[src/rtl/core/pmst_pkg.sv]
// Package for the Prim spanning-tree engine: transaction payload types,
// command codes, controller states and the cell control bundle.
// Depends on nothing; every other file of the block but pmst_stream_if imports it.
package pmst_pkg;

	localparam int NODE_FIELD_BITS   = 3;
	localparam int WEIGHT_FIELD_BITS = 14;

	localparam logic CMD_WRITE = 1'b0;
	localparam logic CMD_RUN   = 1'b1;

	typedef struct packed {
		logic                         command;
		logic [NODE_FIELD_BITS-1:0]   src_node;
		logic [NODE_FIELD_BITS-1:0]   to_node;
		logic [WEIGHT_FIELD_BITS-1:0] edge_weight;
		logic [NODE_FIELD_BITS-1:0]   start_node;
	} cmd_t;

	typedef struct packed {
		logic [NODE_FIELD_BITS-1:0]   child_node;
		logic [NODE_FIELD_BITS-1:0]   parent_node;
		logic [WEIGHT_FIELD_BITS-1:0] tree_weight;
		logic                         reachable;
		logic                         last;
	} res_t;

	typedef enum logic [2:0] {
		ST_CLEAR,
		ST_IDLE,
		ST_INIT,
		ST_SCAN_GO,
		ST_SCAN_WAIT,
		ST_RELAX,
		ST_SETTLE,
		ST_DUMP
	} state_t;

	// Broadcast controls from the sequencer to every cell of the chain.
	typedef struct packed {
		logic init;
		logic mark;
		logic dump;
	} cell_ctl_t;

endpackage

[src/rtl/core/pmst_adj_mem.sv]
// Adjacency weight memory: one write port and one read port with
// registered read data. Uses pmst_pkg for house consistency only.
module pmst_adj_mem import pmst_pkg::*; #(
	parameter int DEPTH = 64,
	parameter int WIDTH = 14,
	localparam int AW = $clog2(DEPTH)
) (
	input  logic             clk,
	input  logic             we,
	input  logic [AW-1:0]    waddr,
	input  logic [WIDTH-1:0] wdata,
	input  logic             re,
	input  logic [AW-1:0]    raddr,
	output logic [WIDTH-1:0] rdata
);

	logic [WIDTH-1:0] mem_q [DEPTH];

	always_ff @(posedge clk) begin
		if (we) begin
			mem_q[waddr] <= wdata;
		end
	end

	always_ff @(posedge clk) begin
		if (re) begin
			rdata <= mem_q[raddr];
		end
	end

endmodule

[config.mk]
export PLATFORM = sky130hd
export DESIGN_NAME = pmst_adj_mem
export DESIGN_NICKNAME = d
export VERILOG_FILES = /design/src/rtl/core/pmst_pkg.sv /design/src/rtl/core/pmst_adj_mem.sv
export SDC_FILE = /design/constraint.sdc
export NUM_CORES = 1
export LEC_CHECK = 0
export ABC_AREA = 0
export BUFFER_PORTS_ARGS = -buffer_cell sky130_fd_sc_hd__clkbuf_2
export CORE_ASPECT_RATIO = 1.25
export CORE_UTILIZATION = 49
export DETAILED_ROUTE_END_ITERATION = 6
export HOLD_SLACK_MARGIN = 0.03
export PLACE_DENSITY_LB_ADDON = 0.3
export SYNTH_ARGS = -nofsm -noshare
export SYNTH_HDL_FRONTEND = slang
export SYNTH_SLANG_ARGS = --single-unit
[constraint.sdc]
create_clock -name clk -period 2.1 [get_ports clk]
set_clock_uncertainty 0.1 [all_clocks]
set_input_delay 0.315 -clock clk [delete_from_list [all_inputs] [get_ports clk]]
set_output_delay 0.315 -clock clk [all_outputs]
set_load 0.05 [all_outputs]
# Word level (Yosys, flattened, before mapping)

Memory sizes are Yosys's and may differ from the RTL's. A register that Yosys moved wholly into a read port is not among the register bits.
Cells that the tools add are included.

Muxes and demuxes: 2

Operators with widths:

| cell             | number |
|---|---|
| 1-bit 2-to-1 mux | 2 |

Register bits after elaboration: 0
Bits in writable memories: 896
Output and inout bits: 14
Logic and storage cells: 3
Memories kept: 1

Memories:

| name  | depth | bits a word | rd ports | clocked after Yosys merged registers in | write ports | line               | text |
|---|---|---|---|---|---|---|---|
| mem_q | 64    | 14          | 1        | 1                                       | 1           | pmst_adj_mem.sv:17 | `logic [WIDTH-1:0] mem_q [DEPTH];` |

# Depth between registers and ports, before layout

Gate-level depths: netlist (run 1).

Depth in word-level cells: 2
Gate-level depth with buffers: 9
Gate-level depth less buffers: 5

# Worst setup path before layout (run 1)

OpenSTA, ideal clock, no wires.

Kind: input to register
From: input port waddr[3]
To: memory mem_q[48][0] (enable)
Arrival time: 1806 ps
Slack: -209 ps
Stages: 4
Cell sequence: clkbuf_1 > nor2b_1 > nand4b_1 > nor3_1

RTL lines:

| item               | line               | text |
|---|---|---|
| start: declaration | pmst_adj_mem.sv:10 | `input logic [AW-1:0] waddr,` |
| end: declaration   | pmst_adj_mem.sv:17 |  |

No word-level cell before the write port.

==> run metrics, run 1 <==
status finished with violations; failing checks design-rule violations; post-synthesis sequential area ratio 78.0%; Num CTS Buffers 85; xor and xnor area share after synthesis 0%; vias per cell ~6; vias in the first global route 17,700; multiplexer area fraction after synthesis approximately 16%; worst hold stages 2; Sink Count 910; Hold Fails Final Rpt 0; total nets after synthesis between 1,500 and 2,000; Synth Register Bits 910; via count 17,300; Clock H-tree levels 3; Total Routing Usage GR a little under a quarter; top-level I/O count between 40 and 50; die area between 70,000 and 80,000 um2; maximum vdd drop a little under 900 uV; critical-path cell list mux4_2 > mux2i_1 > buf_4 > nor2_1 > a211oi_2 > o31ai_1; Peak Freq 0.481 GHz; Initial Utilization between 40 and 50%; Compound-Gate Fraction of Synth Area under 10%; Critical Path Fanout Max 1; largest net degree at the start of global routing 65; period utilization between 90% and 100%; CTS root buf clkbuf_16; Reg2Reg Launch Point mem_q[39][2]$_DFFE_PP_; Synth Area per Inst between 20 and 25 um2; Routed WL per cell roughly 29 um; WP data required about 2.4 ns; Sw Pwr about 0.008 W; Synth Instances between 1,500 and 2,000; clk slew on worst S/H paths 0.06 ns; crit-path max cell delay around 0.47 ns; clock buffer depth 3; Pre-Repair DR Iteration Count 7; core area just over 70,000 um2; P&R area growth vs syn 18.8%; synthesized cell area between 30,000 and 40,000 um2; CP arrival approximately 2.4 ns; # DRC 1; Finished Layout Cells approximately 2,900; yosys warns 0; Max-Cap Viols 0; hold worst-path end mem_q[35][1]$_DFFE_PP_; adder-cell area share of the yosys netlist 0%; critical path's top delay family multiplexers; RSZ-0062 raised after global routing yes; Die Wd 241 um; Net Sw Frac 20.9%; R2R depth 6; max-slew violation count 0; ANT nets after route 0; number of buffers and inverters on the critical path 1; critical path class flop to flop; post-layout minimum cycle time around 2.1 ns; reg2reg end rdata[2]$_DFFE_PP_; Clk pwr share around two fifths; share of layout cells above drive strength 1 a little over a third; Die Y 301 um; Rows around 110; TritonCTS clock tree done; FF-to-FF setup slack 0.02 ns; gpl congestion 0.835; Pleak about 13 nW; DR iter-0 viols 1,852; Post-Synth Simple-Gate Area about 2.4%; Final #Nets between 1,500 and 2,000; grt ovf 0; first-pass GRT wire length ~120 mm; Port Buffers 42; Clock Latency Late Sink approximately 0.63 ns; post-synth cell types 34; Hold Startpoint wdata[1]; dpl hpwl approximately 52 mm; initial antenna violation count 1; crit path launch type flop; final setup TNS 0 ns; critical path capture point type flop; Placed Cells roughly 2,700; Int Pwr 0.0299 W; Gate power share approximately 6.0%; main combinational cell family by area after synthesis multiplexers; Seq pwr share between 50% and 60%; Rel. slew slack 46.9%; slowest CP cell mux4_2; Hold Crit Class input pin to flop; # setup viols final 0; WL final a little over 80 mm; Worst-Margin Slew around 0.8 ns; power density over the cells about 910 nW/um2
[placed cells by master (no fill, tap or decap), types with 3 or more instances in the layout]
cell type	Yosys	routed
edfxtp_1	910	910
mux4_2	224	224
buf_4	15	186
clkbuf_16	0	87
nor2_1	84	76
buf_12	0	68
clkbuf_2	0	39
nand2_1	34	34
nand2b_1	21	21
mux2i_1	21	21
clkinv_2	0	21
mux2_2	19	19
o21ai_0	22	18
nor2b_1	19	18
o221ai_1	17	17
a21oi_1	16	15
o22ai_1	13	13
clkbuf_1	29	13
clkinv_1	0	13
a211oi_2	0	11
o31ai_1	10	10
bufinv_16	0	10
a31oi_1	8	8
a311oi_1	8	8
nor2_2	0	7
clkinvlp_4	0	7
a211oi_1	20	6
nand3_1	5	5
nand4_1	5	5
o21ai_1	3	4
a221o_1	3	3
o21ai_2	0	3
a22o_1	3	3
nor3_1	7	3
a211oi_4	0	3
[sequential cells by signal, summed over array words and instances, names as in the netlist]
name	flops
mem_q	896
rdata	14
[metal layers]
layer	vias up	wire [um]	global-route usage (%)
met5	-	0	0
met4	0	2460	8.20
met3	117	5240	3.29
met2	696	43400	40.1
met1	9239	31700	31.5
li1	7219	-	-
[synth_stat cells]
cell type	number	area, um2
a211oi_1	20	150
a21o_1	1	7.51
a21oi_1	16	80.1
a221o_1	3	30.0
a22o_1	3	26.3
a311oi_1	8	70.1
a31oi_1	8	50.1
buf_1	4	15.0
buf_2	28	140
buf_4	15	113
buf_6	14	158
clkbuf_1	29	109
edfxtp_1	910	27300
mux2_2	19	214
mux2i_1	21	210
mux4_2	224	5040
nand2_1	34	128
nand2b_1	21	131
nand3_1	5	25.0
nand3b_1	2	15.0
nand4_1	5	31.3
nand4b_1	1	8.76
nor2_1	84	315
nor2b_1	19	119
nor3_1	7	35.0
o211ai_1	2	15.0
o21ai_0	22	110
o21ai_1	3	15.0
o221ai_1	17	149
o22ai_1	13	81.3
o31ai_1	10	75.1
or2_2	1	6.26
or3_1	1	6.26
or3b_2	1	8.76
[what timing repair did]
item | 4_1_cts | 5_1_grt
buffers inserted | 0 | 0
endpoints found under the setup margin | 9 | 12
pin swaps | 2 | 6
cloned | 0 | 0
hold buffers | 0 | 0
gates resized for setup | 11 | 22
[final cells by class]
cell class	count	area [um2]
antenna	1	2.50
clock buffer	100	2230
tap	943	1180
timing repair buffer	296	2990
sequential	910	27300
clock inverter	53	524
fill	5073	29100
multi-input combinational	571	7330
[worst max-delay path by stage]
stage                           startpoint                endpoint  slack, ns  cells after the start
CTS                               raddr[0]      rdata[4]$_DFFE_PP_     0.0008                      8
finish              mem_q[39][2]$_DFFE_PP_      rdata[2]$_DFFE_PP_       0.02                      6
floorplan                         waddr[5]  mem_q[39][0]$_DFFE_PP_      -0.19                      4
global placement                  raddr[0]      rdata[4]$_DFFE_PP_      -0.88                      9
detailed placement                raddr[0]      rdata[4]$_DFFE_PP_      -0.87                      8
global route                      raddr[0]      rdata[4]$_DFFE_PP_      0.004                      8
[power groups by stage]
stage / logic (W) / clock network (W) / registers (W)
finish: 0.00228 / 0.0153 / 0.0202
global placement: 0.00222 / 0 / 0.0206
detailed placement: 0.00226 / 0 / 0.0206
global route: 0.00239 / 0.0161 / 0.0202
floorplan: 0.00102 / 0 / 0.0206
CTS: 0.00227 / 0.0155 / 0.0202
[metrics by stage]
step	util (%)	worst slack, ns	power, W	instance area (um2)	hold slack [ns]
2_1_floorplan	-	-0.186	0.0217	35100	0.314
3_3_place_gp	54.8	-0.878	0.0228	38700	0.712
3_5_place_dp	54.8	-0.867	0.0228	38700	0.715
4_1_cts	58.7	0.000800	0.0380	41500	0.0595
5_1_grt	58.9	0.00362	0.0387	41600	0.0851
6_report	58.9	0.0192	0.0378	41600	0.0656
[logic make-up (layout without fill, tap and decap cells)]
family,Yosys count,count (layout)
AO/OA/AOI/OAI,126,126
AND/OR/NAND/NOR,181,181
other,0,1
multiplexers,264,264
flip-flops,910,910
buffers and inverters,90,449
No activity file was read; power rests on OpenSTA's default activity.
==> inputs of run 2 (changes only) <==
- clock period: 2.1 -> 1.7 ns (I/O delays scaled with it)
==> run 2 against run 1 <==
Effect of this change: the flow finishes with violations (negative setup slack); clock power up 26%; die area stayed put; final cell count is 0.56% higher; wire length is 1.6% higher; critical endpoint is now rdata[13]$_DFFE_PP_.
==> run metrics, run 2 (synthesis results as in run 1) <==
Clock H-tree levels 3 (unchanged); power density over the cells 1100 nW/um2 (+21%); setup ws final -0.422 ns (-0.441 ns); largest net degree at the start of global routing 65 (unchanged); via count 17,200 (-0.31%); crit-path max cell delay 0.48 ns (about the same); Seq pwr share 52.8% (-0.7 points); Pleak 13.7 nW (+2.8%); Hold Crit Class input pin to flop; maximum vdd drop 1090 uV (+24%); Initial Utilization 49.6% (unchanged); TritonCTS clock tree done; Finished Layout Cells 2,890 (+0.56%); share of layout cells above drive strength 1 40.4% (+4.2 points); Largest Register mem_q; Ant. Diodes 0 (-1); Worst-Margin Slew 0.820 ns (+0.0227 ns); Die Y 301 um (unchanged); clk slew on worst S/H paths 0.07 ns (about the same); Net Sw Frac 20.7% (-0.14 points); status finished with violations; post-layout minimum cycle time 2.12 ns (+0.0411 ns); Largest register FFs 896 (unchanged); clock buffer depth 3 (unchanged); ANT nets after route 0 (unchanged); Pre-Repair DR Iteration Count 5 (-2); slowest CP cell mux4_2; # DRC 0 (-1); commonest non-fill, non-tap cell in the layout edfxtp_1; failing checks negative setup slack; max-slew violation count 0 (unchanged); critical path class flop to flop; crit path launch type flop; Num CTS Buffers 85 (unchanged); grt ovf 0 (unchanged); Rel. slew slack 45.4% (-1.5 points); period utilization 125% (+26 points); post-route cell area 42,900 um2 (+3.3%); critical path's top delay family multiplexers; critical-path cell list mux4_2 > mux2_4 > o211ai_1 > o31ai_1; core area 70,600 um2 (unchanged); Peak Freq 0.471 GHz (-1.9%); CP arrival 2.38 ns (+0.03 ns); # setup viols final 14 (+14); placed cell areas 39,600 um2 (+2.5%); number of buffers and inverters on the critical path 0 (-1); P&R area growth vs syn 22.6%; gpl congestion 0.859 (+2.9%); CTS root buf clkbuf_16; Clk pwr share 40.7% (+0.2 points); Gate power share 6.4% (+0.4 points); dpl hpwl 51.9 mm (-1.1%); WP data required 1.95 ns (-0.42 ns); Largest regs mem_q (896), rdata (14); DR iter-0 viols 1,831 (-1.1%); Final #Nets 1,911 (+0.95%); Total Routing Usage GR 24.1% (+0.47 points); Routed WL per cell 29.1 um (+1.1%); Die Wd 241 um (unchanged); Max-Cap Viols 0 (unchanged); most frequent cells in the layout edfxtp_1 (910), mux4_2 (224), buf_4 (161); WL final 84.1 mm (+1.6%); Port Buffers 42 (unchanged); first-pass GRT wire length 123 mm (+1.2%); Clock Latency Late Sink 0.63 ns (about the same); die area 72,500 um2 (unchanged); Placed Cells 2,736 (+0.59%); Sink Count 910 (unchanged); vias per cell 5.96 (-0.86%); initial antenna violation count 2 (+1); vias in the first global route 18,100 (+2.1%); Rows 109 (unchanged); RSZ-0062 raised after global routing yes; Sw Pwr 0.00979 W (+24%); Int Pwr 0.0375 W (+25%); critical path capture point type flop; Hold Fails Final Rpt 0 (unchanged); Critical Path Fanout Max 1 (unchanged); top-level I/O count 43 (unchanged)
## run 2: changes by cell type in the layout (fill, tap and decap cells not counted), sizes merged
cell / before / now
diode: 1 / 0
clkinvlp: 7 / 3
buf: 256 / 280
bufinv: 10 / 12
inv: 1 / 3
dlygate4sd3: 0 / 4
clkinv: 35 / 31
clkbuf: 140 / 133
## run 2: repair_timing
action,CTS,global route
pin swaps,20,19
hold buffers,4,0
hold endpoints to repair,23,0
endpoints found under the setup margin,26,24
gates resized for setup,81,42
buffers inserted,0,0
## run 2: area by class of cell
class / count / area [um2]
Clock inverter: 49 / 558
Multi-Input combinational cell: 571 / 7900
Clock buffer: 103 / 2260
Tap cell: 943 / 1180
Timing Repair Buffer: 314 / 3720
Sequential cell: 910 / 27300
Fill cell: 4888 / 27700
## run 2: power groups by stage
stage	registers, W	logic, W	clock network, W
4_1_cts	0.0250	0.00301	0.0195
2_1_floorplan	0.0255	0.00136	0
3_5_place_dp	0.0254	0.00287	0
3_3_place_gp	0.0254	0.00282	0
5_1_grt	0.0250	0.00319	0.0203
6_report	0.0250	0.00304	0.0193
## run 2: final timing paths
| check | start | end | slack, ns | depth (start not counted) |
|---|---|---|---|---|
| worst max-delay path | mem_q[19][13]$_DFFE_PP_ | rdata[13]$_DFFE_PP_ | -0.42 | 4 |
| worst max register to register | mem_q[19][13]$_DFFE_PP_ | rdata[13]$_DFFE_PP_ | -0.42 | 4 |
| worst min-delay path | wdata[1] | mem_q[39][1]$_DFFE_PP_ | 0.03 | 2 |
| worst min register to register | mem_q[46][6]$_DFFE_PP_ | rdata[6]$_DFFE_PP_ | 0.87 | 3 |
## run 2: stage by stage
step / total power, W / TNS [ns] / hold WS [ns] / worst slack [ns] / utilization, %
after floorplan: 0.0269 / -82.53 / 0.254 / -0.280 / -
after global placement: 0.0282 / -16.09 / 0.682 / -1.01 / 56.1
after detailed placement: 0.0283 / -18.11 / 0.689 / -0.984 / 56.1
after CTS: 0.0475 / -4.10 / 0.0308 / -0.409 / 60.6
after global routing: 0.0485 / -4.64 / 0.0323 / -0.472 / 60.8
final: 0.0473 / -3.91 / 0.0278 / -0.422 / 60.8
## run 2: routing by layer
layer	share of wire, %	track usage (%)	up-vias
li1	-	-	7269
met1	37	31.6	9072
met2	51	40.7	723
met3	7.9	4.44	152
met4	3.2	8.39	2
met5	0.012	0	-
