===== src/rtl/core/pmst_pkg.sv =====
// Package for the Prim spanning-tree engine: transaction payload types,
// command codes, controller states and the cell control bundle.
// Depends on nothing; every other file of the block but pmst_stream_if imports it.
package pmst_pkg;

	localparam int NODE_FIELD_BITS   = 3;
	localparam int WEIGHT_FIELD_BITS = 14;

	localparam logic CMD_WRITE = 1'b0;
	localparam logic CMD_RUN   = 1'b1;

	typedef struct packed {
		logic                         command;
		logic [NODE_FIELD_BITS-1:0]   src_node;
		logic [NODE_FIELD_BITS-1:0]   to_node;
		logic [WEIGHT_FIELD_BITS-1:0] edge_weight;
		logic [NODE_FIELD_BITS-1:0]   start_node;
	} cmd_t;

	typedef struct packed {
		logic [NODE_FIELD_BITS-1:0]   child_node;
		logic [NODE_FIELD_BITS-1:0]   parent_node;
		logic [WEIGHT_FIELD_BITS-1:0] tree_weight;
		logic                         reachable;
		logic                         last;
	} res_t;

	typedef enum logic [2:0] {
		ST_CLEAR,
		ST_IDLE,
		ST_INIT,
		ST_SCAN_GO,
		ST_SCAN_WAIT,
		ST_RELAX,
		ST_SETTLE,
		ST_DUMP
	} state_t;

	// Broadcast controls from the sequencer to every cell of the chain.
	typedef struct packed {
		logic init;
		logic mark;
		logic dump;
	} cell_ctl_t;

endpackage


===== src/rtl/core/pmst_cell.sv =====
// One node cell of the chain: holds the node's key, parent and flags,
// joins the minimum scan, takes its relax token and shifts out on dump.
// Depends on pmst_pkg for the control bundle.
module pmst_cell import pmst_pkg::*; #(
	parameter int NODE_COUNT  = 8,
	parameter int WEIGHT_BITS = 14,
	parameter int INDEX       = 0,
	localparam int NB = $clog2(NODE_COUNT),
	localparam int W  = WEIGHT_BITS
) (
	input  logic          clk,
	input  logic          arst_n,
	input  cell_ctl_t     ctl,
	input  logic [NB-1:0] node_sel,
	input  logic          scan_in_valid,
	input  logic          scan_in_found,
	input  logic [W-1:0]  scan_in_best,
	input  logic [NB-1:0] scan_in_pick,
	output logic          scan_out_valid,
	output logic          scan_out_found,
	output logic [W-1:0]  scan_out_best,
	output logic [NB-1:0] scan_out_pick,
	input  logic          relax_in_valid,
	input  logic [NB-1:0] relax_in_col,
	input  logic [W-1:0]  relax_in_weight,
	output logic          relax_out_valid,
	output logic [NB-1:0] relax_out_col,
	output logic [W-1:0]  relax_out_weight,
	input  logic          rec_in_tree,
	input  logic [NB-1:0] rec_in_parent,
	input  logic [W-1:0]  rec_in_key,
	output logic          rec_tree,
	output logic [NB-1:0] rec_parent,
	output logic [W-1:0]  rec_key
);

	logic          reached_q;
	logic          in_tree_q;
	logic [W-1:0]  key_q;
	logic [NB-1:0] parent_q;
	logic          scan_valid_q, scan_found_q;
	logic [W-1:0]  scan_best_q;
	logic [NB-1:0] scan_pick_q;
	logic          relax_valid_q;
	logic [NB-1:0] relax_col_q;
	logic [W-1:0]  relax_weight_q;

	logic me, take, relax_hit;

	always_comb begin
		me = (node_sel == NB'(INDEX));
		// Taking on equal keys makes the highest index win the scan.
		take = reached_q && !in_tree_q && (!scan_in_found || key_q <= scan_in_best);
		relax_hit = relax_in_valid && (relax_in_col == NB'(INDEX)) &&
			(relax_in_weight != '0) && !in_tree_q &&
			(!reached_q || relax_in_weight < key_q);
	end

	always_ff @(posedge clk or negedge arst_n) begin
		if (!arst_n) begin
			reached_q     <= 1'b0;
			in_tree_q     <= 1'b0;
			key_q         <= '1;
			scan_valid_q  <= 1'b0;
			relax_valid_q <= 1'b0;
		end else begin
			scan_valid_q  <= scan_in_valid;
			relax_valid_q <= relax_in_valid;
			if (ctl.dump) begin
				in_tree_q <= rec_in_tree;
				key_q     <= rec_in_key;
			end else if (ctl.init) begin
				key_q     <= me ? '0 : '1;
				reached_q <= me;
				in_tree_q <= 1'b0;
			end else begin
				if (ctl.mark && me) begin
					in_tree_q <= 1'b1;
				end
				if (relax_hit) begin
					reached_q <= 1'b1;
					key_q     <= relax_in_weight;
				end
			end
		end
	end

	always_ff @(posedge clk) begin
		if (ctl.dump) begin
			parent_q <= rec_in_parent;
		end else if (relax_hit) begin
			parent_q <= node_sel;
		end
		scan_found_q   <= scan_in_found || take;
		scan_best_q    <= take ? key_q : scan_in_best;
		scan_pick_q    <= take ? NB'(INDEX) : scan_in_pick;
		relax_col_q    <= relax_in_col;
		relax_weight_q <= relax_in_weight;
	end

	assign scan_out_valid   = scan_valid_q;
	assign scan_out_found   = scan_found_q;
	assign scan_out_best    = scan_best_q;
	assign scan_out_pick    = scan_pick_q;
	assign relax_out_valid  = relax_valid_q;
	assign relax_out_col    = relax_col_q;
	assign relax_out_weight = relax_weight_q;
	assign rec_tree         = in_tree_q;
	assign rec_parent       = parent_q;
	assign rec_key          = key_q;

endmodule


===== config.mk =====
export PLATFORM = sky130hd
export DESIGN_NAME = pmst_cell
export DESIGN_NICKNAME = d
export VERILOG_FILES = /design/src/rtl/core/pmst_pkg.sv /design/src/rtl/core/pmst_cell.sv
export SDC_FILE = /design/constraint.sdc
export NUM_CORES = 1
export LEC_CHECK = 0
export ABC_AREA = 0
export BUFFER_PORTS_ARGS = -buffer_cell sky130_fd_sc_hd__buf_2
export CAP_MARGIN = 20
export CORE_ASPECT_RATIO = 0.7
export CORE_MARGIN = 3
export CORE_UTILIZATION = 49
export CTS_BUF_LIST = sky130_fd_sc_hd__clkbuf_8
export DETAILED_ROUTE_END_ITERATION = 7
export PLACE_DENSITY_LB_ADDON = 0.2
export REMOVE_ABC_BUFFERS = 1
export SYNTH_ARGS = -nofsm -noshare
export SYNTH_HDL_FRONTEND = slang
export SYNTH_SLANG_ARGS = --single-unit

===== constraint.sdc =====
create_clock -name clk -period 3.6 [get_ports clk]
set_clock_uncertainty 0.15 [all_clocks]
set_input_delay 0.18 -clock clk [delete_from_list [all_inputs] [get_ports clk]]
set_output_delay 0.18 -clock clk [all_outputs]
set_load 0.01 [all_outputs]

## After elaboration in Yosys (flattened, before gate mapping)

Index checks and enable logic that the tools add are counted.

| storage, ports and cells | value |
|---|---|
| register bits | 56 |
| latch bits | 0 |
| bits in writable memories | 0 |
| bits in read-only memories | 0 |
| input port bits | 63 |
| logic and storage cells | 47 |
| memories | 0 |

| cells by class | value |
|---|---|
| add/sub/neg operators | 0 |
| $mul | 0 |
| div/mod/pow operators | 0 |
| order comparisons | 2 |
| equal/unequal tests | 0 |
| shift-type cells | 0 |
| mux-type cells | 12 |
| bitwise logic cells | 1 |
| reduce and logical (&&, ||, !) cells | 21 |

Operators by type and width:

| kind | number |
|---|---|
| $mux 14 | 5 |
| $le 14x14->1 | 1 |
| $lt 14x14->1 | 1 |
| $reduce_bool 14->1 | 1 |
| $logic_and 1x1->1 | 7 |
| $logic_not 3->1 | 2 |
| $mux 3 | 2 |
| $reduce_bool 3->1 | 2 |
| $mux 1 | 5 |
| $reduce_bool 2->1 | 2 |
| $logic_not 1->1 | 3 |
| $logic_or 1x1->1 | 3 |
| $reduce_and 2->1 | 1 |
| $not 1->1 | 1 |

## Logic depth before layout (Yosys ltp)

Gate-level depths: netlist of run 1.

| depth | value |
|---|---|
| depth in word-level cells | 8 |
| mapped depth | 9 |
| gate-level depth less buffers | 8 |

## Worst setup path before layout of run 1

Ideal clock, no wire load.

| timing | value |
|---|---|
| path kind | flip-flop to flip-flop |
| start point | reg key_q[9] (netlist: rec_key[9]) |
| end point | reg key_q[10] (netlist: rec_key[10]) |
| arrival time | 2.390 ns |
| required time | 3.368 ns |
| slack | 0.977 ns |
| stages on the path, launching flop included | 10 |
| buffers on the path | 1 |
| period minus slack after synthesis | 2.623 ns |
| cells stage by stage | dfstp_2 -> inv_1 -> ha_1 -> a21o_1 -> a221oi_2 -> o211ai_1 -> a221oi_2 -> nor2_4 -> buf_6 -> mux2_4 |

| between the ends | value |
|---|---|
| longest elaborated chain between the ends | 4 |

Ends and longest elaborated chain:

| what | line | source |
|---|---|---|
| from (decl) | pmst_cell.sv:39 | `logic [W-1:0] key_q;` |
| from (signal assigned) | pmst_cell.sv:71 | `key_q <= rec_in_key;` |
| from (signal assigned) | pmst_cell.sv:73 | `key_q <= me ? '0 : '1;` |
| from (signal assigned) | pmst_cell.sv:82 | `key_q <= relax_in_weight;` |
| $lt 14x14->1 | pmst_cell.sv:56 | `(!reached_q \|\| relax_in_weight < key_q);` |
| $logic_or 1x1->1 | pmst_cell.sv:56 |  |
| $logic_and 1x1->1 | pmst_cell.sv:55 | `(relax_in_weight != '0) && !in_tree_q &&` |
| $reduce_bool 3->1 (no line) | - |  |

No other way between the ends.
A chain may end at the register's enable or synchronous reset.

## Worst setup path in the final report of run 1

| timing | value |
|---|---|
| start point | reg key_q[13] (netlist: rec_key[13]) |
| end point | reg key_q[1] (netlist: rec_key[1]) |

The elaborated chain is that of the path after synthesis.

==> results of run 1 <==
-- final cells by class --
type / count / area [sq um]
multi-input combinational: 163 / 1310
timing repair buffer: 148 / 893
clock buffer: 7 / 96.3
clock inverter: 1 / 30.0
sequential: 56 / 1260
inverter: 29 / 109
fill: 406 / 1520
tap: 72 / 90.1
-- report_power, final --
part / switching, mW / internal [mW]
Sequential: 0.0377 / 0.720
Clock: 0.194 / 0.246
Combinational: 0.233 / 0.223
-- Yosys cell counts, drive strengths merged --
| cell type | instances |
|---|---|
| nor4 | 6 |
| nor2b | 1 |
| nand4 | 4 |
| inv | 29 |
| o21a | 1 |
| nand2b | 3 |
| ha | 27 |
| a21o | 4 |
| clkbuf | 6 |
| and4 | 1 |
| o31ai | 1 |
| a21oi | 10 |
| o221ai | 1 |
| o211ai | 2 |
| dfrtp | 4 |
| nor2 | 5 |
| edfxtp | 3 |
| mux2 | 18 |
| mux2i | 13 |
| a31oi | 2 |
| and2 | 3 |
| buf | 3 |
| a221oi | 2 |
| or3 | 1 |
| a211oi | 1 |
| nor3 | 1 |
| nand3 | 2 |
| or4 | 1 |
| o21ai | 30 |
| nand2 | 22 |
| dfxtp | 35 |
| o31a | 1 |
| dfstp | 14 |
-- cells by family after synthesis --
| group | after synthesis | share of synthesized area, % |
|---|---|---|
| compound gates | 55 | 12.5 |
| fa+ha+maj | 27 | 12.4 |
| buf+inv | 38 | 5.91 |
| flops | 56 | 46.1 |
| mux | 31 | 13.6 |
| simple gates | 50 | 9.57 |
-- worst min-delay path, cell delays in order --
cell and delay (ns):
buf_2 0.09, inv_1 0.07, mux2i_1 0.07
-- registers in the layout, indices dropped and copies added (netlist names) --
name              cells
scan_out_found        1
rec_key              14
relax_out_col         3
rec_tree              1
rec_parent            3
scan_out_valid        1
reached_q             1
relax_out_weight     14
scan_out_best        14
relax_out_valid       1
scan_out_pick         3
-- per-layer routing --
layer	wire length (um)	vias to the layer above	share of wire, %
met5	0	-	0
met2	3160	82	46
met1	3160	1076	46
met4	59	0	0.85
met3	545	7	7.9
li1	-	1191	-
-- final timing paths --
path,cells past startpoint,to,from
min in group asynchronous,2,rec_tree$_DFFE_PN0P_,arst_n
max in group asynchronous,2,rec_key[6]$_DFFE_PN1P_,arst_n
worst max register to register,8,rec_key[1]$_DFFE_PN1P_,rec_key[13]$_DFFE_PN1P_
worst min-delay path,3,scan_out_best[6]$_DFF_P_,scan_in_best[6]
worst min register to register,2,scan_out_best[5]$_DFF_P_,rec_key[5]$_DFFE_PN1P_
worst max-delay path,8,rec_key[1]$_DFFE_PN1P_,rec_key[13]$_DFFE_PN1P_
-- per-stage QoR --
stage,util (%),hold WS [ns]
2_1_floorplan,-,-0.266
3_5_place_dp,63.3,-0.00515
5_1_grt,71.3,0.0169
4_1_cts,71.3,0.00135
6_report,71.3,0.00551
3_3_place_gp,63.3,-0.00793
-- timing repair --
item / CTS / global route
buffers inserted: 0 / 0
hold endpoints to repair: 47 / 0
hold buffers: 30 / 0
==> run summary, run 1 <==
HPWL Detailed: 5120 um
pin count of the biggest net entering global routing: 39
met1 usage: 29.2%
worst path cell trace: inv_1, ha_1, and4_4, nand3_1, nor4_1, a221oi_2, nor2_4, mux2_2
final worst slack: 0.770 ns
top cell type's share of synthesized area: 25.6%
CTS tree: done
Synth cell types: 41
GRT met3 Usage: 5.16%
DP Area: 3360 sq um
routability cong.: 0.862
Fmax achieved: 0.353 GHz
Slowest cell on crit path: dfstp_2
register area share after synthesis: 46.1%
core area: 5310 sq um
IO buf count: 117
hold violation count in the final report: 0
antenna violations before repair: 0
most common cell after layout, fill and taps aside: buf_2
Post-CTS Resized: 0
CP required: 3.69 ns
Max-slew headroom: 59.7%
Final min period: 2.83 ns
Max Root-Sink Buffers: 2
row count: 22
Worst setup SP type: flop
crit-path max FO: 14
DRT iter0 DRCs: 96
root buffer cell: clkbuf_8
post-route cell area: 3790 sq um
TritonCTS Buffers: 5
IO Count: 118
Die Wd: 95.3 um
Clock Latency Late Sink: 0.30 ns
area leader, netlist: dfxtp_1
largest cells by area after synthesis: dfxtp_1 26%, dfstp_2 13%, ha_1 12%
die extent in y: 68.5 um
worst hold path type: input port to flop
r2r setup slk: 0.77 ns
share of layout cells above drive strength 1: 40.8%
Seq cells post-synth: 56
First-pass DRT Iterations: 4
global routing's busiest layer: met2
commonest non-fill, non-tap cells in the layout: 117 x buf_2, 35 x dfxtp_1, 30 x o21ai_0, 30 x dlygate4sd3_1, 29 x inv_1
global-route wire length before repair: 11100 um
Largest delay share family, worst path: simple AND/OR/NAND/NOR gates
met2 Usage GRT: 36.8%
Power, Total: 1.65 mW
routed len/inst: 14.5 um
CP bufs+invs: 1
CP Class: flop to flop
power density over the cells: 436 nW/um^2
RSZ-0062 raised after global routing: false
vias after detailed routing: 2356
Synth-to-Final Area Change: 38.7%
setup total negative slack: 0 ns
Layout Cells excl Fill: 476
period utilization: 78.6%
Worst-path clk slew: 0.10 ns
Syn Area/Cell: 10.6 sq um
final wirelength: 6920 um
maximum VDD drop: 0.283 mV
initial cell density of the core: 51.4%
DRC viols: 0
Leakage: 1.94 nW
Max-Cap Viols: 0
die area: 6520 sq um
Post-Place Cells: 438
Global Route Usage Sum: 22.2%
critical path data arrival time: 2.92 ns
via/cell ratio: 4.95
max-slew violations: 0
GRT overflow: 0
crit-path max cell delay: 0.57 ns
Clock Sinks: 56
Final nets: 493
antenna fix cells: 0
endpoint class of the critical path: flop
synth warn: 0
status: complete, no violations
pre-CTS setup slack: 0.771 ns
htree depth: 2
Setup-failing EPs final: 0
Worst-Margin Slew: 0.604 ns
synthesized cell area: 2730 sq um
Mapped Cells: 257
vias in the first global route: 2365
Routed Antenna Nets: 0
Power figures use the tool's default switching activity.
==> run 2, diff against run 1 <==
- CORE_UTILIZATION: 49 -> 44
- clock period: 3.6 -> 2.6 ns (I/O delays scaled with it)
==> run 2 against run 1 <==
Flip-flop and latch count did not move; combinational power rose by 60%; sequential share of layout area fell by 2.5 points; maximum frequency rose by 12%; first-iteration DRC count fell by 39%; critical path type unchanged.
==> run summary, run 2 (synthesized netlist as in run 1, its figures left out) <==
Max-Cap Viols: 0 (unchanged)
Post-Place Cells: 452 (+3.2%)
clock group share of total power: 21.6% (-5.0 points)
worst hold path startpoint: rec_in_key[7]
routed len/inst: 15.6 um (+7.3%)
Leakage: 2.07 nW (+6.4%)
period utilization: 97.5% (+19 points)
initial cell density of the core: 46.5% (-4.9 points)
Fmax achieved: 0.395 GHz (+12%)
via/cell ratio: 4.98 (+0.58%)
Setup-failing EPs final: 0 (unchanged)
Final nets: 522 (+5.9%)
Die Wd: 100 um (+5.2%)
Global Route Usage Sum: 22.2% (about the same)
setup total negative slack: 0 ns (unchanged)
vias after detailed routing: 2529 (+7.3%)
GRT overflow: 0 (unchanged)
HPWL Detailed: 5750 um (+12%)
Worst-path clk slew: 0.09 ns (about the same)
final wirelength: 7920 um (+15%)
status: complete, no violations
IO buf count: 117 (unchanged)
die extent in y: 71.9 um (+5.0%)
Max-slew headroom: 64.4% (+4.6 points)
endpoint class of the critical path: flop
pre-CTS setup slack: -0.00923 ns (-0.780 ns)
Clock Sinks: 56 (unchanged)
DRC viols: 0 (unchanged)
First-pass DRT Iterations: 4 (unchanged)
power density over the cells: 553 nW/um^2 (+27%)
Worst-Margin Slew: 0.530 ns (-0.0745 ns)
core area: 5870 sq um (+11%)
IO Count: 118 (unchanged)
antenna fix cells: 0 (unchanged)
share of layout cells above drive strength 1: 42.3% (+1.4 points)
Clock Latency Late Sink: 0.31 ns (about the same)
CP required: 2.70 ns (-0.99 ns)
most common cell after layout, fill and taps aside: buf_2
row count: 23 (+4.5%)
Final min period: 2.53 ns (-0.295 ns)
antenna violations before repair: 0 (unchanged)
R2R depth: 10 (+2)
Max Root-Sink Buffers: 2 (unchanged)
CP Class: flop to flop
crit-path max FO: 8 (-6)
Internal: 1.58 mW (+33%)
htree depth: 2 (unchanged)
P_sw: 0.687 mW (+48%)
switch share: 30.3% (+2.2 points)
max-slew violations: 0 (unchanged)
Layout Cells excl Fill: 508 (+6.7%)
Routed Antenna Nets: 0 (unchanged)
global-route wire length before repair: 12500 um (+13%)
TritonCTS Buffers: 5 (unchanged)
combinational share of power: 32.3% (+4.7 points)
FF-to-FF End: rec_key[13]$_DFFE_PN1P_
die area: 7210 sq um (+10%)
Worst setup SP type: flop
Flop pwr share: 46.1% (+0.3 points)
DRT iter0 DRCs: 59 (-39%)
RSZ-0062 raised after global routing: true
critical path data arrival time: 2.63 ns (-0.29 ns)
final worst slack: 0.0655 ns (-0.705 ns)
maximum VDD drop: 0.283 mV (+0.20%)
r2r setup slk: 0.07 ns (-0.70 ns)
hold violation count in the final report: 0 (unchanged)
Reg2Reg Launch Point: rec_key[13]$_DFFE_PN1P_
commonest non-fill, non-tap cells in the layout: 117 x buf_2, 46 x dlygate4sd3_1, 35 x dfxtp_1
vias in the first global route: 2599 (+9.9%)
Power, Total: 2.26 mW (+37%)
routability cong.: 0.841 (-2.4%)
worst hold path type: input port to flop
Synth-to-Final Area Change: 49.8%
CTS tree: done
pin count of the biggest net entering global routing: 22 (-44%)
Hold EP: rec_key[7]$_DFFE_PN1P_
hold path cells: 4 (+1)
Hold WS: 0.00422 ns (-0.00129 ns)
root buffer cell: clkbuf_8
==> run 2: layout make-up <==
| cell class | instances | area, sq um |
|---|---|---|
| well taps | 75 | 93.8 |
| fillers | 493 | 1780 |
| clock buffers | 6 | 82.6 |
| flip-flops and latches | 56 | 1260 |
| inverters | 29 | 109 |
| multi-input cells | 163 | 1380 |
| clock inverters | 2 | 7.51 |
| repair buffers | 177 | 1170 |
==> run 2: timing repair <==
item / CTS / global route
buffers inserted: 1 / 1
hold endpoints to repair: 59 / 0
pin swaps: 4 / 6
cloned: 0 / 0
setup endpoints to repair: 6 / 27
hold buffers: 46 / 0
resized for setup: 5 / 3
==> run 2: layer usage <==
metal  part of all wire (%)  up-vias  track usage, %
met1                     46     1162            29.8
met5                      0        -               0
li1                       -     1255               -
met4                    1.3        0            6.43
met3                    7.6        9            4.61
met2                     45      103            36.4
==> run 2: worst max-delay path: stages, from the launching register on <==
cell	delay, ns
dfstp_2	0.55
inv_1	0.07
ha_4	0.28
and4_4	0.22
nand3_1	0.11
o211ai_1	0.23
a221oi_2	0.09
buf_4	0.16
nor2_4	0.12
buf_12	0.15
mux2_2	0.34
==> run 2: power by group through the flow <==
stage	Clock [mW]	Combinational, mW	Sequential [mW]
final	0.489	0.730	1.04
after global routing	0.537	0.800	1.06
after CTS	0.500	0.725	1.04
after detailed placement	0	0.647	1.06
after global placement	0	0.636	1.06
after floorplan	0	0.296	1.11
==> run 2: metrics by stage <==
step,util (%),instance area (sq um)
floorplan,-,2680
global placement,59.0,3460
detailed placement,59.0,3460
CTS,69.4,4070
global route,69.7,4090
finish,69.7,4090
==> run 2: how the worst max path moves through the flow <==
stage	endpoint	slack [ns]	cells after the start	start
finish	rec_key[13]$_DFFE_PN1P_	0.07	10	rec_key[13]$_DFFE_PN1P_
floorplan	rec_key[0]$_DFFE_PN1P_	-0.009	8	rec_key[13]$_DFFE_PN1P_
CTS	rec_key[11]$_DFFE_PN1P_	0.01	9	rec_key[10]$_DFFE_PN1P_
global route	scan_out_best[7]$_DFF_P_	-0.02	9	rec_key[9]$_DFFE_PN1P_
detailed placement	rec_key[11]$_DFFE_PN1P_	-0.009	9	rec_key[9]$_DFFE_PN1P_
global placement	rec_key[10]$_DFFE_PN1P_	0.09	9	rec_key[9]$_DFFE_PN1P_
==> run 3, diff against run 2 <==
- ABC_AREA: 0 -> 1
- CORE_ASPECT_RATIO: 0.7 -> default
- CORE_UTILIZATION: 44 -> 45
- SLEW_MARGIN: default -> 0
==> run 3 against run 2 <==
Critical path depth grew 3; first-iteration DRC count up 25%; largest power group unchanged; non-clock buffer count shrank 11; global-route usage barely moved.
==> run summary, run 3 <==
Max-Cap Viols: 0 (unchanged)
combinational share of power: 28.5% (-3.8 points)
TritonCTS Buffers: 5 (unchanged)
largest cells by area after synthesis: dfxtp_1 25%, nand2_1 14%, dfstp_2 13%
global-route wire length before repair: 13000 um (+4.1%)
Power, Total: 2.15 mW (-5.2%)
post-CTS setup buffer count: 0 (-1)
switch share: 31.8% (+1.4 points)
antenna violations before repair: 0 (unchanged)
via/cell ratio: 4.84 (-2.8%)
Flop pwr share: 48.0% (+1.9 points)
Clock Latency Late Sink: 0.32 ns (about the same)
Clock Sinks: 56 (unchanged)
Routed Antenna Nets: 0 (unchanged)
IO buf count: 117 (unchanged)
synthesized cell area: 2820 sq um (+3.2%)
vias in the first global route: 2871 (+10%)
Worst-path clk slew: 0.10 ns (about the same)
share of layout cells above drive strength 1: 33.5% (-8.7 points)
core area: 5990 sq um (+2.0%)
die extent in y: 85.2 um (+18%)
routed len/inst: 13.3 um (-15%)
status: complete, no violations
met3 wire length: 495 um (-18%)
Hold Buf Count CTS: 47 (+2.2%)
pre-CTS setup slack: 0.337 ns (+0.346 ns)
Worst setup SP type: flop
Post-Place Cells: 527 (+17%)
most common cell after layout, fill and taps aside: buf_2
worst hold path startpoint: rec_in_key[7]
DR top layer: met4
GRT overflow: 0 (unchanged)
worst hold path type: input port to flop
period utilization: 88.1% (-9.4 points)
crit-path max FO: 28 (+20)
WL met2: 3900 um (+11%)
commonest non-fill, non-tap cells in the layout: 117 x buf_2, 104 x nand2_1, 47 x dlygate4sd3_1
pin count of the biggest net entering global routing: 29 (+32%)
Max-slew headroom: 61.8% (-2.5 points)
Seq cells post-synth: 56 (unchanged)
top_reg_cell synth: dfxtp_1
CP Class: flop to flop
htree depth: 2 (unchanged)
Syn Area/Cell: 8.25 sq um (-22%)
antenna fix cells: 0 (unchanged)
Global Route Usage Sum: 22.2% (+0.041 points)
register area share after synthesis: 44.6% (-1.4 points)
row count: 28 (+22%)
Setup-failing EPs final: 0 (unchanged)
max-slew violations: 0 (unchanged)
area leader, netlist: dfxtp_1
hold path cells: 5 (+1)
HPWL Detailed: 5380 um (-6.5%)
setup total negative slack: 0 ns (unchanged)
Mapped Cells: 342 (+33%)
DRT iter0 DRCs: 74 (+25%)
Fmax achieved: 0.437 GHz (+11%)
Leakage: 2.18 nW (+5.3%)
final worst slack: 0.309 ns (+0.244 ns)
Hold EP: rec_key[7]$_DFFE_PN1P_
root buffer cell: clkbuf_8
list of most frequent post-synthesis cells: 104 x nand2_1, 41 x inv_1, 35 x dfxtp_1, 27 x ha_1, 18 x nand3_1
vias after detailed routing: 2815 (+11%)
Worst-Margin Slew: 0.570 ns (+0.0407 ns)
critical path startpoint: rec_key[5]$_DFFE_PN1P_
final wirelength: 7720 um (-2.6%)
routability cong.: 0.813 (-3.3%)
Final nets: 596 (+14%)
Layout Cells excl Fill: 582 (+15%)
hold violation count in the final report: 0 (unchanged)
CP required: 2.70 ns (about the same)
die area: 7250 sq um (+0.64%)
IO Count: 118 (unchanged)
Async S/R FF share, synth: 32.1% (unchanged)
Final min period: 2.29 ns (-0.244 ns)
Max Root-Sink Buffers: 2 (unchanged)
DRC viols: 0 (unchanged)
P_sw: 0.682 mW (-0.74%)
initial cell density of the core: 47.1% (+0.53 points)
r2r setup slk: 0.31 ns (+0.24 ns)
Die Wd: 85.2 um (-15%)
Post-Route Utilization: 67.1% (-2.7 points)
Synth cell types: 27 (-34%)
R2R depth: 13 (+3)
maximum VDD drop: 0.284 mV (+0.38%)
clock group share of total power: 23.5% (+1.9 points)
Internal: 1.47 mW (-7.1%)
fill cell count: 526 (+6.7%)
synth warn: 0 (unchanged)
Synth-to-Final Area Change: 42.5%
Metal-1 WL: 3180 um (-14%)
endpoint class of the critical path: flop
critical path data arrival time: 2.39 ns (-0.24 ns)
count leader, synth: nand2_1
RSZ-0062 raised after global routing: false
Reg2Reg Launch Point: rec_key[5]$_DFFE_PN1P_
CTS tree: done
Post-synth EDFFs: 3 (unchanged)
FF-to-FF End: rec_key[3]$_DFFE_PN1P_
top cell type's share of synthesized area: 24.8% (-0.80 points)
Post-CTS Resized: 0 (-5)
First-pass DRT Iterations: 4 (unchanged)
power density over the cells: 534 nW/um^2 (-3.4%)
-- run 3: cell families after synthesis --
group | count (synthesis) | synth area share [%]
AO/OA/AOI/OAI | 49 | 12.1
adder cells (fa/ha/maj) | 27 | 12.0
buffers and inverters | 54 | 8.07
flip-flops | 56 | 44.6
AND/OR/NAND/NOR | 156 | 23.2
-- run 3: worst max path at each step --
stage / end / slack, ns
final: rec_key[3]$_DFFE_PN1P_ / 0.31
after floorplan: rec_key[0]$_DFFE_PN1P_ / 0.53
after CTS: rec_key[3]$_DFFE_PN1P_ / 0.30
after global placement: rec_key[1]$_DFFE_PN1P_ / 0.38
after detailed placement: rec_key[1]$_DFFE_PN1P_ / 0.34
after global routing: rec_key[5]$_DFFE_PN1P_ / 0.10
-- run 3: final cells by class --
class	instances	area [sq um]	share of cell area (%)
clock inverters	2	10.0	0.249
well taps	75	93.8	2.33
inverters	45	169	4.20
flip-flops and latches	56	1260	31.3
repair buffers	166	1070	26.7
multi-input cells	232	1330	33.2
clock buffers	6	82.6	2.05
-- run 3: power by group through the flow --
| stage | clock network [mW] | logic (mW) | registers [mW] |
|---|---|---|---|
| CTS | 0.516 | 0.614 | 1.03 |
| global route | 0.553 | 0.693 | 1.04 |
| finish | 0.505 | 0.612 | 1.03 |
| detailed placement | 0 | 0.554 | 1.05 |
| global placement | 0 | 0.543 | 1.04 |
| floorplan | 0 | 0.281 | 1.08 |
-- run 3: worst max-delay path: stages (launching register included) --
cell and delay [ns]:
dfstp_2 0.59, inv_1 0.08, ha_1 0.29, nand2_1 0.10
inv_1 0.04, a21oi_1 0.13, nand2_1 0.07, nand2_1 0.05
nand2_1 0.04, nand2_1 0.06, nand2_2 0.08, nand2_4 0.33
nand2_1 0.12, o21ai_2 0.08
-- run 3: routing by layer --
metal	vias up	track usage, %
met1	1273	27.3
met2	101	38.7
li1	1428	-
met5	-	0
met3	13	4.37
met4	0	7.63
-- run 3: through the flow --
stage	hold WS, ns	instance area [sq um]
floorplan	-0.316	2760
global placement	-0.0575	3460
detailed placement	-0.0634	3460
CTS	0.00710	4020
global route	0.0128	4020
finish	0.0119	4020
